$ cat src/rtl/core/assert_macros.svh
// Assertion macros for the tangent basis block.
`ifndef ASSERT_MACROS_SVH
`define ASSERT_MACROS_SVH
`ifndef SYNTHESIS
`define TTB_ASSERT(label, clk, rst_n, prop) \
    label: assert property (@(posedge clk) disable iff (!rst_n) prop) \
        else $error("assertion failed");
`define TTB_ASSERT_NEVER(label, clk, rst_n, cond) \
    label: assert property (@(posedge clk) disable iff (!rst_n) !(cond)) \
        else $error("forbidden condition seen");
`else
`define TTB_ASSERT(label, clk, rst_n, prop)
`define TTB_ASSERT_NEVER(label, clk, rst_n, cond)
`endif
`endif

$ cat src/rtl/core/ttb_pkg.sv
// Shared types and constants for the tangent basis block.
package ttb_pkg;

    localparam int COORD_W    = 16;
    localparam int DELTA_W    = COORD_W + 1;
    localparam int PROD_W     = 2 * DELTA_W;
    localparam int ACC_W      = PROD_W + 1;
    localparam int RES_W      = 32;
    localparam int FRAC_SHIFT = 20;
    localparam int INT_BITS   = RES_W - 1 - FRAC_SHIFT;
    localparam int NUM_COMP   = 6;

    typedef struct packed {
        logic signed [COORD_W-1:0] pos_x;
        logic signed [COORD_W-1:0] pos_y;
        logic signed [COORD_W-1:0] pos_z;
        logic signed [COORD_W-1:0] tex_u;
        logic signed [COORD_W-1:0] tex_v;
    } vertex_t;

    typedef struct packed {
        logic signed [RES_W-1:0] tangent_x;
        logic signed [RES_W-1:0] tangent_y;
        logic signed [RES_W-1:0] tangent_z;
        logic signed [RES_W-1:0] bitangent_x;
        logic signed [RES_W-1:0] bitangent_y;
        logic signed [RES_W-1:0] bitangent_z;
        logic                    degenerate;
    } basis_t;

    typedef struct packed {
        logic                      valid;
        logic                      first;
        logic                      sub;
        logic signed [DELTA_W-1:0] a;
        logic signed [DELTA_W-1:0] b;
    } mac_op_t;

    typedef struct packed {
        logic                    start;
        logic signed [ACC_W-1:0] num;
        logic signed [ACC_W-1:0] den;
    } div_req_t;

    typedef struct packed {
        logic                    busy;
        logic                    done;
        logic signed [RES_W-1:0] quot;
    } div_rsp_t;

endpackage

$ cat src/rtl/core/ttb_mac.sv
// Shared multiply-accumulate unit: registered product, then signed add or subtract.
module ttb_mac
    import ttb_pkg::*;
(
    input  logic                    clk,
    input  logic                    rst_n,
    input  mac_op_t                 op,
    output logic signed [ACC_W-1:0] acc
);

    logic signed [PROD_W-1:0] prod_reg;
    logic                     pend_reg;
    logic                     first_reg;
    logic                     sub_reg;
    logic signed [ACC_W-1:0]  acc_reg;
    logic signed [ACC_W-1:0]  acc_next;
    logic signed [ACC_W-1:0]  base;
    logic signed [ACC_W-1:0]  prod_ext;

    always_ff @(posedge clk or negedge rst_n)
    begin
        if (!rst_n)
        begin
            pend_reg  <= 1'b0;
            first_reg <= 1'b0;
            sub_reg   <= 1'b0;
        end
        else
        begin
            pend_reg  <= op.valid;
            first_reg <= op.first;
            sub_reg   <= op.sub;
        end
    end

    always_ff @(posedge clk)
    begin
        if (op.valid)
        begin
            prod_reg <= $signed(op.a) * $signed(op.b);
        end
        if (pend_reg)
        begin
            acc_reg <= acc_next;
        end
    end

    always_comb
    begin
        base     = first_reg ? '0 : acc_reg;
        prod_ext = {prod_reg[PROD_W-1], prod_reg};
        acc_next = sub_reg ? (base - prod_ext) : (base + prod_ext);
    end

    assign acc = acc_reg;

endmodule

$ cat src/rtl/core/ttb_div.sv
// Radix-2 restoring divider for num * 2^20 / den with saturation to 32 bits.
module ttb_div
    import ttb_pkg::*;
(
    input  logic     clk,
    input  logic     rst_n,
    input  div_req_t req,
    output div_rsp_t rsp
);

    localparam int MAG_W = ACC_W;
    localparam int STEPS = RES_W - 1;
    localparam int CNT_W = $clog2(STEPS);

    localparam logic [1:0] D_IDLE = 2'd0;
    localparam logic [1:0] D_CHK  = 2'd1;
    localparam logic [1:0] D_RUN  = 2'd2;

    localparam logic [RES_W-1:0] SAT_MAX = {1'b0, {(RES_W-1){1'b1}}};
    localparam logic [RES_W-1:0] SAT_MIN = {1'b1, {(RES_W-1){1'b0}}};

    logic [1:0]        state_reg;
    logic [CNT_W-1:0]  cnt_reg;
    logic              done_reg;
    logic              neg_reg;
    logic [MAG_W-1:0]  num_mag_reg;
    logic [MAG_W-1:0]  den_mag_reg;
    logic [MAG_W-1:0]  rem_reg;
    logic [STEPS-1:0]  bits_reg;
    logic [STEPS-1:0]  q_reg;
    logic [RES_W-1:0]  quot_reg;

    logic [MAG_W-1:0]  num_abs;
    logic [MAG_W-1:0]  den_abs;
    logic              sat;
    logic [MAG_W:0]    trial;
    logic              ge;
    logic [MAG_W:0]    trial_sub;
    logic [STEPS-1:0]  q_next;
    logic [RES_W-1:0]  q_pos;

    always_comb
    begin
        num_abs   = req.num[ACC_W-1] ? MAG_W'(-req.num) : MAG_W'(req.num);
        den_abs   = req.den[ACC_W-1] ? MAG_W'(-req.den) : MAG_W'(req.den);
        sat       = {{INT_BITS{1'b0}}, num_mag_reg} >= {den_mag_reg, {INT_BITS{1'b0}}};
        trial     = {rem_reg, bits_reg[STEPS-1]};
        ge        = trial >= {1'b0, den_mag_reg};
        trial_sub = trial - {1'b0, den_mag_reg};
        q_next    = {q_reg[STEPS-2:0], ge};
        q_pos     = {1'b0, q_next};
    end

    always_ff @(posedge clk or negedge rst_n)
    begin
        if (!rst_n)
        begin
            state_reg <= D_IDLE;
            cnt_reg   <= '0;
            done_reg  <= 1'b0;
        end
        else
        begin
            done_reg <= 1'b0;
            unique case (state_reg)
                D_IDLE:
                begin
                    if (req.start)
                    begin
                        state_reg <= D_CHK;
                    end
                end
                D_CHK:
                begin
                    cnt_reg <= '0;
                    if (sat)
                    begin
                        done_reg  <= 1'b1;
                        state_reg <= D_IDLE;
                    end
                    else
                    begin
                        state_reg <= D_RUN;
                    end
                end
                D_RUN:
                begin
                    cnt_reg <= cnt_reg + 1'b1;
                    if (cnt_reg == CNT_W'(STEPS - 1))
                    begin
                        done_reg  <= 1'b1;
                        state_reg <= D_IDLE;
                    end
                end
                default:
                begin
                    state_reg <= D_IDLE;
                end
            endcase
        end
    end

    always_ff @(posedge clk)
    begin
        unique case (state_reg)
            D_IDLE:
            begin
                if (req.start)
                begin
                    num_mag_reg <= num_abs;
                    den_mag_reg <= den_abs;
                    neg_reg     <= req.num[ACC_W-1] ^ req.den[ACC_W-1];
                end
            end
            D_CHK:
            begin
                rem_reg  <= num_mag_reg >> INT_BITS;
                bits_reg <= {num_mag_reg[INT_BITS-1:0], {FRAC_SHIFT{1'b0}}};
                q_reg    <= '0;
                if (sat)
                begin
                    quot_reg <= neg_reg ? SAT_MIN : SAT_MAX;
                end
            end
            D_RUN:
            begin
                rem_reg  <= ge ? trial_sub[MAG_W-1:0] : trial[MAG_W-1:0];
                bits_reg <= bits_reg << 1;
                q_reg    <= q_next;
                quot_reg <= neg_reg ? (-q_pos) : q_pos;
            end
            default:
            begin
                q_reg <= '0;
            end
        endcase
    end

    assign rsp.busy = (state_reg != D_IDLE);
    assign rsp.done = done_reg;
    assign rsp.quot = quot_reg;

endmodule

$ cat src/rtl/core/triangle_tangent_basis.sv
// Per-triangle tangent and bitangent from texture coordinates, top level.
//
// Vertices arrive on the vtx channel (valid/stall), three per triangle.
// The first two beats of a triangle are held, with vtx_stall low.
// On the third beat the block forms the deltas and works the triangle
// through one shared multiply-accumulate unit and one radix-2 divider:
// two products for the determinant, then per component two products
// and a 31-step division. A saturated component skips its division
// steps, and a zero determinant skips the components and goes straight
// to the result.
// vtx_stall is high while a triangle is being worked or waits to leave.
// One result beat per triangle leaves on the res channel (valid/stall)
// from an output register; the next triangle's vertices are taken while
// that beat waits, and a finished triangle holds until the register frees.
// A zero determinant sets degenerate and gives zero vectors.
// Reset (rst_n low) empties the vertex count and drops any pending beat.
`include "assert_macros.svh"

module triangle_tangent_basis
    import ttb_pkg::*;
(
    input  logic    clk,
    input  logic    rst_n,
    input  logic    vtx_valid,
    output logic    vtx_stall,
    input  vertex_t vtx,
    output logic    res_valid,
    input  logic    res_stall,
    output basis_t  res
);

    localparam logic [2:0] S_IDLE = 3'd0;
    localparam logic [2:0] S_MUL  = 3'd1;
    localparam logic [2:0] S_WAIT = 3'd2;
    localparam logic [2:0] S_USE  = 3'd3;
    localparam logic [2:0] S_DIV  = 3'd4;
    localparam logic [2:0] S_DONE = 3'd5;

    localparam logic [2:0] COMP_DET = 3'd0;
    localparam logic [2:0] COMP_TX  = 3'd1;
    localparam logic [2:0] COMP_TY  = 3'd2;
    localparam logic [2:0] COMP_TZ  = 3'd3;
    localparam logic [2:0] COMP_BX  = 3'd4;
    localparam logic [2:0] COMP_BY  = 3'd5;
    localparam logic [2:0] COMP_BZ  = 3'd6;

    logic [2:0]                state_reg;
    logic [1:0]                corner_slot_reg;
    logic [2:0]                comp_reg;
    logic                      term_reg;
    logic                      res_valid_reg;
    logic                      degenerate_reg;
    vertex_t                   held_reg [2];
    logic signed [DELTA_W-1:0] dp1_reg [3];
    logic signed [DELTA_W-1:0] dp2_reg [3];
    logic signed [DELTA_W-1:0] du1_reg;
    logic signed [DELTA_W-1:0] dv1_reg;
    logic signed [DELTA_W-1:0] du2_reg;
    logic signed [DELTA_W-1:0] dv2_reg;
    logic signed [ACC_W-1:0]   det_reg;
    logic signed [RES_W-1:0]   comp_res_reg [NUM_COMP];
    basis_t                    res_reg;

    logic                      vtx_accept;
    logic                      res_free;
    logic [1:0]                kk;
    logic [2:0]                slot;
    mac_op_t                   mac_op;
    logic signed [ACC_W-1:0]   acc;
    div_req_t                  div_req;
    div_rsp_t                  div_rsp;

    function automatic logic signed [DELTA_W-1:0] delta(
        input logic signed [COORD_W-1:0] x,
        input logic signed [COORD_W-1:0] y
    );
        delta = {x[COORD_W-1], x} - {y[COORD_W-1], y};
    endfunction

    assign vtx_stall  = (state_reg != S_IDLE);
    assign vtx_accept = vtx_valid && !vtx_stall;
    assign res_free   = !res_valid_reg || !res_stall;
    assign slot       = comp_reg - 3'd1;

    always_comb
    begin
        kk           = (comp_reg >= COMP_BX) ? 2'(comp_reg - COMP_BX) : 2'(comp_reg - COMP_TX);
        mac_op.valid = (state_reg == S_MUL);
        mac_op.first = !term_reg;
        mac_op.sub   = term_reg;
        unique case (comp_reg)
            COMP_DET:
            begin
                mac_op.a = term_reg ? dv1_reg : du1_reg;
                mac_op.b = term_reg ? du2_reg : dv2_reg;
            end
            COMP_TX, COMP_TY, COMP_TZ:
            begin
                mac_op.a = term_reg ? dp2_reg[kk] : dp1_reg[kk];
                mac_op.b = term_reg ? dv1_reg : dv2_reg;
            end
            COMP_BX, COMP_BY, COMP_BZ:
            begin
                mac_op.a = term_reg ? dp1_reg[kk] : dp2_reg[kk];
                mac_op.b = term_reg ? du2_reg : du1_reg;
            end
            default:
            begin
                mac_op.a = '0;
                mac_op.b = '0;
            end
        endcase
        div_req.start = (state_reg == S_USE) && (comp_reg != COMP_DET);
        div_req.num   = acc;
        div_req.den   = det_reg;
    end

    ttb_mac u_mac (
        .clk   (clk),
        .rst_n (rst_n),
        .op    (mac_op),
        .acc   (acc)
    );

    ttb_div u_div (
        .clk   (clk),
        .rst_n (rst_n),
        .req   (div_req),
        .rsp   (div_rsp)
    );

    always_ff @(posedge clk or negedge rst_n)
    begin
        if (!rst_n)
        begin
            state_reg       <= S_IDLE;
            corner_slot_reg <= 2'd0;
            comp_reg        <= COMP_DET;
            term_reg        <= 1'b0;
            res_valid_reg   <= 1'b0;
            degenerate_reg  <= 1'b0;
        end
        else
        begin
            if (state_reg == S_DONE && res_free)
            begin
                res_valid_reg <= 1'b1;
            end
            else if (res_valid_reg && !res_stall)
            begin
                res_valid_reg <= 1'b0;
            end
            unique case (state_reg)
                S_IDLE:
                begin
                    if (vtx_accept)
                    begin
                        if (corner_slot_reg[1])
                        begin
                            corner_slot_reg <= 2'd0;
                            comp_reg        <= COMP_DET;
                            term_reg        <= 1'b0;
                            state_reg       <= S_MUL;
                        end
                        else
                        begin
                            corner_slot_reg <= corner_slot_reg + 2'd1;
                        end
                    end
                end
                S_MUL:
                begin
                    term_reg <= !term_reg;
                    if (term_reg)
                    begin
                        state_reg <= S_WAIT;
                    end
                end
                S_WAIT:
                begin
                    state_reg <= S_USE;
                end
                S_USE:
                begin
                    if (comp_reg == COMP_DET)
                    begin
                        if (acc == '0)
                        begin
                            degenerate_reg <= 1'b1;
                            state_reg      <= S_DONE;
                        end
                        else
                        begin
                            degenerate_reg <= 1'b0;
                            comp_reg       <= COMP_TX;
                            state_reg      <= S_MUL;
                        end
                    end
                    else
                    begin
                        state_reg <= S_DIV;
                    end
                end
                S_DIV:
                begin
                    if (div_rsp.done)
                    begin
                        if (comp_reg == COMP_BZ)
                        begin
                            state_reg <= S_DONE;
                        end
                        else
                        begin
                            comp_reg  <= comp_reg + 3'd1;
                            state_reg <= S_MUL;
                        end
                    end
                end
                S_DONE:
                begin
                    if (res_free)
                    begin
                        state_reg <= S_IDLE;
                    end
                end
                default:
                begin
                    state_reg <= S_IDLE;
                end
            endcase
        end
    end

    always_ff @(posedge clk)
    begin
        if (vtx_accept && !corner_slot_reg[1])
        begin
            held_reg[corner_slot_reg[0]] <= vtx;
        end
        if (vtx_accept && corner_slot_reg[1])
        begin
            dp1_reg[0] <= delta(held_reg[1].pos_x, held_reg[0].pos_x);
            dp1_reg[1] <= delta(held_reg[1].pos_y, held_reg[0].pos_y);
            dp1_reg[2] <= delta(held_reg[1].pos_z, held_reg[0].pos_z);
            dp2_reg[0] <= delta(vtx.pos_x, held_reg[0].pos_x);
            dp2_reg[1] <= delta(vtx.pos_y, held_reg[0].pos_y);
            dp2_reg[2] <= delta(vtx.pos_z, held_reg[0].pos_z);
            du1_reg    <= delta(held_reg[1].tex_u, held_reg[0].tex_u);
            dv1_reg    <= delta(held_reg[1].tex_v, held_reg[0].tex_v);
            du2_reg    <= delta(vtx.tex_u, held_reg[0].tex_u);
            dv2_reg    <= delta(vtx.tex_v, held_reg[0].tex_v);
        end
        if (state_reg == S_USE && comp_reg == COMP_DET)
        begin
            det_reg <= acc;
        end
        if (state_reg == S_DIV && div_rsp.done)
        begin
            comp_res_reg[slot] <= div_rsp.quot;
        end
        if (state_reg == S_DONE && res_free)
        begin
            res_reg.tangent_x   <= degenerate_reg ? '0 : comp_res_reg[0];
            res_reg.tangent_y   <= degenerate_reg ? '0 : comp_res_reg[1];
            res_reg.tangent_z   <= degenerate_reg ? '0 : comp_res_reg[2];
            res_reg.bitangent_x <= degenerate_reg ? '0 : comp_res_reg[3];
            res_reg.bitangent_y <= degenerate_reg ? '0 : comp_res_reg[4];
            res_reg.bitangent_z <= degenerate_reg ? '0 : comp_res_reg[5];
            res_reg.degenerate  <= degenerate_reg;
        end
    end

    assign res_valid = res_valid_reg;
    assign res       = res_reg;

    `TTB_ASSERT(a_third_vertex_starts, clk, rst_n, (vtx_accept && corner_slot_reg == 2'd2) |=> (state_reg == S_MUL))
    `TTB_ASSERT(a_div_only_in_div, clk, rst_n, div_rsp.busy |-> (state_reg == S_DIV))
    `TTB_ASSERT(a_degenerate_zero, clk, rst_n, (res_valid && res.degenerate) |-> (res[NUM_COMP*RES_W:1] == '0))
    `TTB_ASSERT_NEVER(a_corner_in_range, clk, rst_n, corner_slot_reg == 2'd3)

endmodule
$ cat config.mk
export PLATFORM = sky130hd
export DESIGN_NAME = triangle_tangent_basis
export DESIGN_NICKNAME = d
export VERILOG_FILES = /design/src/rtl/core/ttb_pkg.sv /design/src/rtl/core/ttb_mac.sv /design/src/rtl/core/ttb_div.sv /design/src/rtl/core/triangle_tangent_basis.sv
export VERILOG_INCLUDE_DIRS = /design/src /design/src/rtl/core
export SDC_FILE = /design/constraint.sdc
export NUM_CORES = 2
export LEC_CHECK = 0
export BUFFER_PORTS_ARGS = -buffer_cell sky130_fd_sc_hd__buf_2
export CAP_MARGIN = 20
export CORE_MARGIN = 2
export CORE_UTILIZATION = 55
export CTS_CLUSTER_SIZE = 14
export DETAILED_ROUTE_END_ITERATION = 12
export PLACE_DENSITY = 0.81
export SLEW_MARGIN = 40
export SYNTH_ARGS = -nofsm -noshare
export SYNTH_HDL_FRONTEND = slang
export SYNTH_SLANG_ARGS = --single-unit
export TNS_END_PERCENT = 50
$ cat constraint.sdc
create_clock -name clk -period 10.04 [get_ports clk]
set_clock_uncertainty 0.2 [all_clocks]
set_input_delay 0.502 -clock clk [delete_from_list [all_inputs] [get_ports clk]]
set_output_delay 0.502 -clock clk [all_outputs]
set_load 0.005 [all_outputs]
# Word level (Yosys, flattened, before mapping)
# Memories as Yosys holds them, arrays and structs flattened. A register that Yosys moved wholly into a read port is not among the register bits.
# Index checks and enable logic that the tools add are counted.
# word_totals
memories	4
ram_bits	454
regBits	394
out_inout_bits	195
inputBits	84
# op_classes
muxes	57
order_cmp	3
bitwise_logic	1
mul	1
n_reduce_logical	34
n_eq_ne	25
addsub	21
# memory_table
name	depth	width	rd	rd_ports_with_merged_regs	wr	line_no	source
comp_res_reg	6	32	6	6	1	triangle_tangent_basis.sv:61	logic signed [RES_W-1:0] comp_res_reg [NUM_COMP];
held_reg	2	80	2	0	1	triangle_tangent_basis.sv:53	vertex_t held_reg [2];
dp1_reg	3	17	1	0	3	triangle_tangent_basis.sv:54	logic signed [DELTA_W-1:0] dp1_reg [3];
dp2_reg	3	17	1	0	3	triangle_tangent_basis.sv:55	logic signed [DELTA_W-1:0] dp2_reg [3];
# ops
op	n
16-bit by 16-bit subtractor with 17-bit output	10
35-bit 2-to-1 mux	3
17-bit 2-to-1 mux	6
34-bit case mux with 3 select lines	1
32-bit 2-to-1 mux	3
35-bit negation	2
35-bit case mux with 2 select lines	1
34-bit 2-to-1 mux	2
32-bit case mux with 2 select lines	1
31-bit case mux with 2 select lines	1
30-bit case mux with 2 select lines	1
35-bit by 46-bit greater-or-equal comparator with 1-bit output	1
3-bit 2-to-1 mux	14
36-bit by 35-bit greater-or-equal comparator with 1-bit output	1
35-bit by 34-bit adder with 35-bit output	1
35-bit zero test	1
35-bit by 34-bit subtractor with 35-bit output	1
35-bit subtractor	1
17-bit by 17-bit multiplier with 34-bit output	1
31-bit negation with 32-bit output	1
3-bit case mux with 6 select lines	1
3-bit == test, second input constant	5
2-bit inequality test, second input constant	7
1-bit 2-to-1 mux	13
30 further kinds	63

# Depth between registers and ports, before layout
# depth
word_depth	6
mapped_depth	35

# Modules after synthesis
# Synthesis repeated with hierarchy kept, for this count alone.
# unflattened
cells_unflattened	5350
area_unflattened_um2	62043.3
# modules_own_cells
module	cells_per_inst	seq_area_each_um2	area_per_inst_um2	n_inst
triangle_tangent_basis	2531	22796.9	34689.5	1
ttb_mac	1631	2147.1	15503.6	1
ttb_div	1188	5575.3	11850.1	1

# Least setup slack after synthesis
# OpenSTA, ideal clock, no wires.
# synth_path
path_kind	register to register
from	reg state_reg[1]
to	reg res_reg (netlist bit res[0]), enable pin
slack_ns	-0.989
path_buffers	0
stages_incl_launch_ff	4
setup_ns	0.810
arrival_ns	10.019
required_time_ns	9.030
synth_period_minus_slack_ns	11.029
path_cell_list	dfrtp_1 > nor2b_1 > nand2_1 > a21oi_1
# synth_via
elab_chain_cells	2
# synth_lines
element	line_no	source
start: declaration	triangle_tangent_basis.sv:47	logic [2:0] state_reg;
start signal: assignment	triangle_tangent_basis.sv:136	state_reg <= S_IDLE;
start signal: assignment	triangle_tangent_basis.sv:163	state_reg <= S_MUL;
start signal: assignment	triangle_tangent_basis.sv:176	state_reg <= S_WAIT;
3-bit == test	triangle_tangent_basis.sv:261	if (state_reg == S_DONE && res_free)
1-bit logical AND	triangle_tangent_basis.sv:261	
end: declaration	triangle_tangent_basis.sv:62	basis_t res_reg;
# No other way between the ends.
# A chain may end at the register's enable or synchronous reset.

# Final worst setup path
# layout_path
from	reg comp_reg[0]
to	reg u_mac.prod_reg[33], data pin
# layout_via
elab_chain_cells	6
word_cells_on_any_way	19
# layout_lines
element	line_no	source
start: declaration	triangle_tangent_basis.sv:49	logic [2:0] comp_reg;
start signal: assignment	triangle_tangent_basis.sv:214	comp_reg <= comp_reg + 3'd1;
3-bit by 1-bit subtractor with 3-bit output, or another cell as far along	triangle_tangent_basis.sv:87	kk = (comp_reg >= COMP_BX) ? 2'(comp_reg - COMP_BX) : 2'(comp_reg - COMP_TX);
2-bit 2-to-1 mux	triangle_tangent_basis.sv:87	
memory read 3 x 17 bit, on equally long branches	--	
17-bit 2-to-1 mux, on equally long branches	triangle_tangent_basis.sv:104, triangle_tangent_basis.sv:99	
34-bit case mux with 3 select lines *	triangle_tangent_basis.sv:91	unique case (comp_reg)
17-bit by 17-bit multiplier with 34-bit output *	ttb_mac.sv:40	prod_reg <= $signed(op.a) * $signed(op.b);
end signal: assignment	ttb_mac.sv:40	
end: declaration	ttb_mac.sv:11	logic signed [PROD_W-1:0] prod_reg;
# Mark *: on every way between the ends. The rest lies on a longest branch, timed or not.

==> flow_summary.toml <==
[clock_tree]
cts_resized = 0
cts_tree = "done"
cts_max_path_buffers = 3
cts.sinks = 1020
clock_latency_ns = 0.72
postCtsHoldBufs = 82
clk_pin_slew_ns = 0.06
htree_num_levels = 3
cts_root_buf = "clkbuf_16"
numCtsBuffers = 103
post_cts_buffers = 0

[timing]
fmax_mhz = 111
relSlewSlack_pct = 42.3
final.setup.worst_slack_ns = 0.996
finalCriticalPeriod_ns = 9.04
rsz0062_at_grt = "no"
hold_viol_final = 0
tns_ns = 0
setup-violations-final = 0
period_share_pct = 90.1
worstMarginPinSlew_ns = 0.866
slew_violations = 0

[routing]
ant_nets = 0
vias = 40780
drt_wl_total_mm = 139
vias_per_cell = 5.74
avgRoutedWirePerCell_um = 19.5
drt_iter0_drc = 3680
first_pass_iters = 8
drcViolationCount = 0

[synthesis]
ys_types = 81
syn-num-nets = 5942
async_reset_ff_share_pct = 2.16
synth_area_um2 = 60500
synth_area_per_cell_um2 = 11.6
syn_inst = 5197
yosysWarnings = 0
ys.flop_type = "edfxtp_1"
ys_ff_latch = 1020
yosysSeqAreaShare_pct = 50.4
synth_edf_count = 998

[setup_path]
worstSetupPathType = "reg -> reg"
cp-start-kind = "register"
cpMaxStageDelayCell = "fa_1"
path_max_fanout = 24
worstSetupEndpointType = "register"
max_stage_delay_ns = 0.90
cp.required_ns = 10.25
arrival_ns = 9.26

[global_routing]
grt_max_degree = 117
grt_antenna_before_repair = 5
grt_pass1_wl_mm = 221
track_usage_pct = 24.8
grt_pass1_vias = 41207
grt_overflow_total = 0

[floorplan]
core_area_um2 = 109000
die_h_um = 336
initial_core_util_pct = 55.5
die_x_um = 336
rows = 121
dieArea_um2 = 113000
ios = 279

[job]
maxCapViolations = 0

[finish]
area_growth_pct = 13.0
fin_nets = 6343
layout_common_cells = "edfxtp_1 (998), inv_1 (587), nor2_1 (450), ha_1 (350), nand2_1 (325)"
fillCellCount = 8068
final_layout_size_suffix_gt1_share_pct = 10.5
layout_commonest_cell = "edfxtp_1"
largest_reg_flops = 193

[placement]
hpwl_mm = 101
dp_worst_setup_slack_ns = 1.04
gp_congestion = 0.952
portBuffers = 278

[hold_path]
hold_class = "in -> reg"

[status]
outcome = "finished, final reports clean"
[layer usage]
| layer | part of all wire, % | track usage [%] | routed length, µm | up-vias |
|---|---|---|---|---|
| met3 | 6.5 | 3.66 | 9010 | 313 |
| met4 | 3.8 | 9.15 | 5330 | 0 |
| met1 | 40 | 31.4 | 55200 | 19862 |
| met2 | 50 | 43.2 | 69300 | 1600 |
| li1 | - | - | - | 19005 |
| met5 | 0 | 0 | 0 | - |
[through the flow]
| step | cell area, µm² | instances | hold slack, ns | utilization (%) |
|---|---|---|---|---|
| floorplan | 60500 | 5197 | 0.00641 | - |
| global placement | 63800 | 6812 | 0.289 | 58.5 |
| detailed placement | 64000 | 6823 | 0.313 | 58.7 |
| CTS | 68300 | 7095 | 0.00368 | 62.7 |
| global route | 68400 | 7101 | 0.0270 | 62.7 |
| finish | 68400 | 7103 | 0.0597 | 62.7 |
[critical path, delay by kind of cell (launching register included)]
kind	cells	cell delay, ns
fa+ha+maj	8	4.46
mux	1	0.36
compound gates	6	1.10
flops	1	0.51
xor+xnor	1	0.12
simple gates	4	0.96
buf+inv	8	1.04
[cell usage after synthesis, types with 100 or more instances]
master	n	area share [%]
o21ai_0	158	1.3
ha_1	352	7.3
nor2b_1	288	3.0
edfxtp_1	998	50
xnor2_1	261	3.8
a21oi_1	219	1.8
nor2_1	456	2.8
clkbuf_1	129	0.80
inv_1	587	3.6
fa_1	309	10
nand2_1	325	2.0
nor3_1	100	0.83
[worst paths after layout]
kind	startpoint	to	slack [ns]	cells after the start
max	comp_reg[0]	u_mac.prod_reg[33]	1.0	28
min	vtx_valid	corner_slot_reg[0]	0.06	3
max reg2reg	comp_reg[0]	u_mac.prod_reg[33]	1.0	28
min reg2reg	comp_res_reg[0][3]	res[164]	0.31	1
max in group asynchronous	rst_n	u_mac.sub_reg	8.97	2
min in group asynchronous	rst_n	u_mac.pend_reg	0.21	2
[cell type report]
class / instances / area (µm²) / area share (%)
clock inverter: 65 / 808 / 1.18
timing repair buffer: 438 / 3000 / 4.38
inverter: 588 / 2210 / 3.23
multi-input combinational: 3447 / 27400 / 40.1
sequential: 1020 / 30500 / 44.6
tap: 1414 / 1770 / 2.59
clock buffer: 125 / 2660 / 3.89
antenna: 6 / 15.0 / 0.0220
[kinds of logic after synthesis]
logic type | after synthesis | synth area share, %
xor+xnor | 306 | 4.43
compound gates | 808 | 8.75
simple gates | 1598 | 13.1
mux | 74 | 1.26
buf+inv | 730 | 4.54
fa+ha+maj | 661 | 17.5
flops | 1020 | 50.4
Power is left out: the tool's default activity adds up to more than one toggle a clock period on the data nets, which glitch-free logic cannot reach.
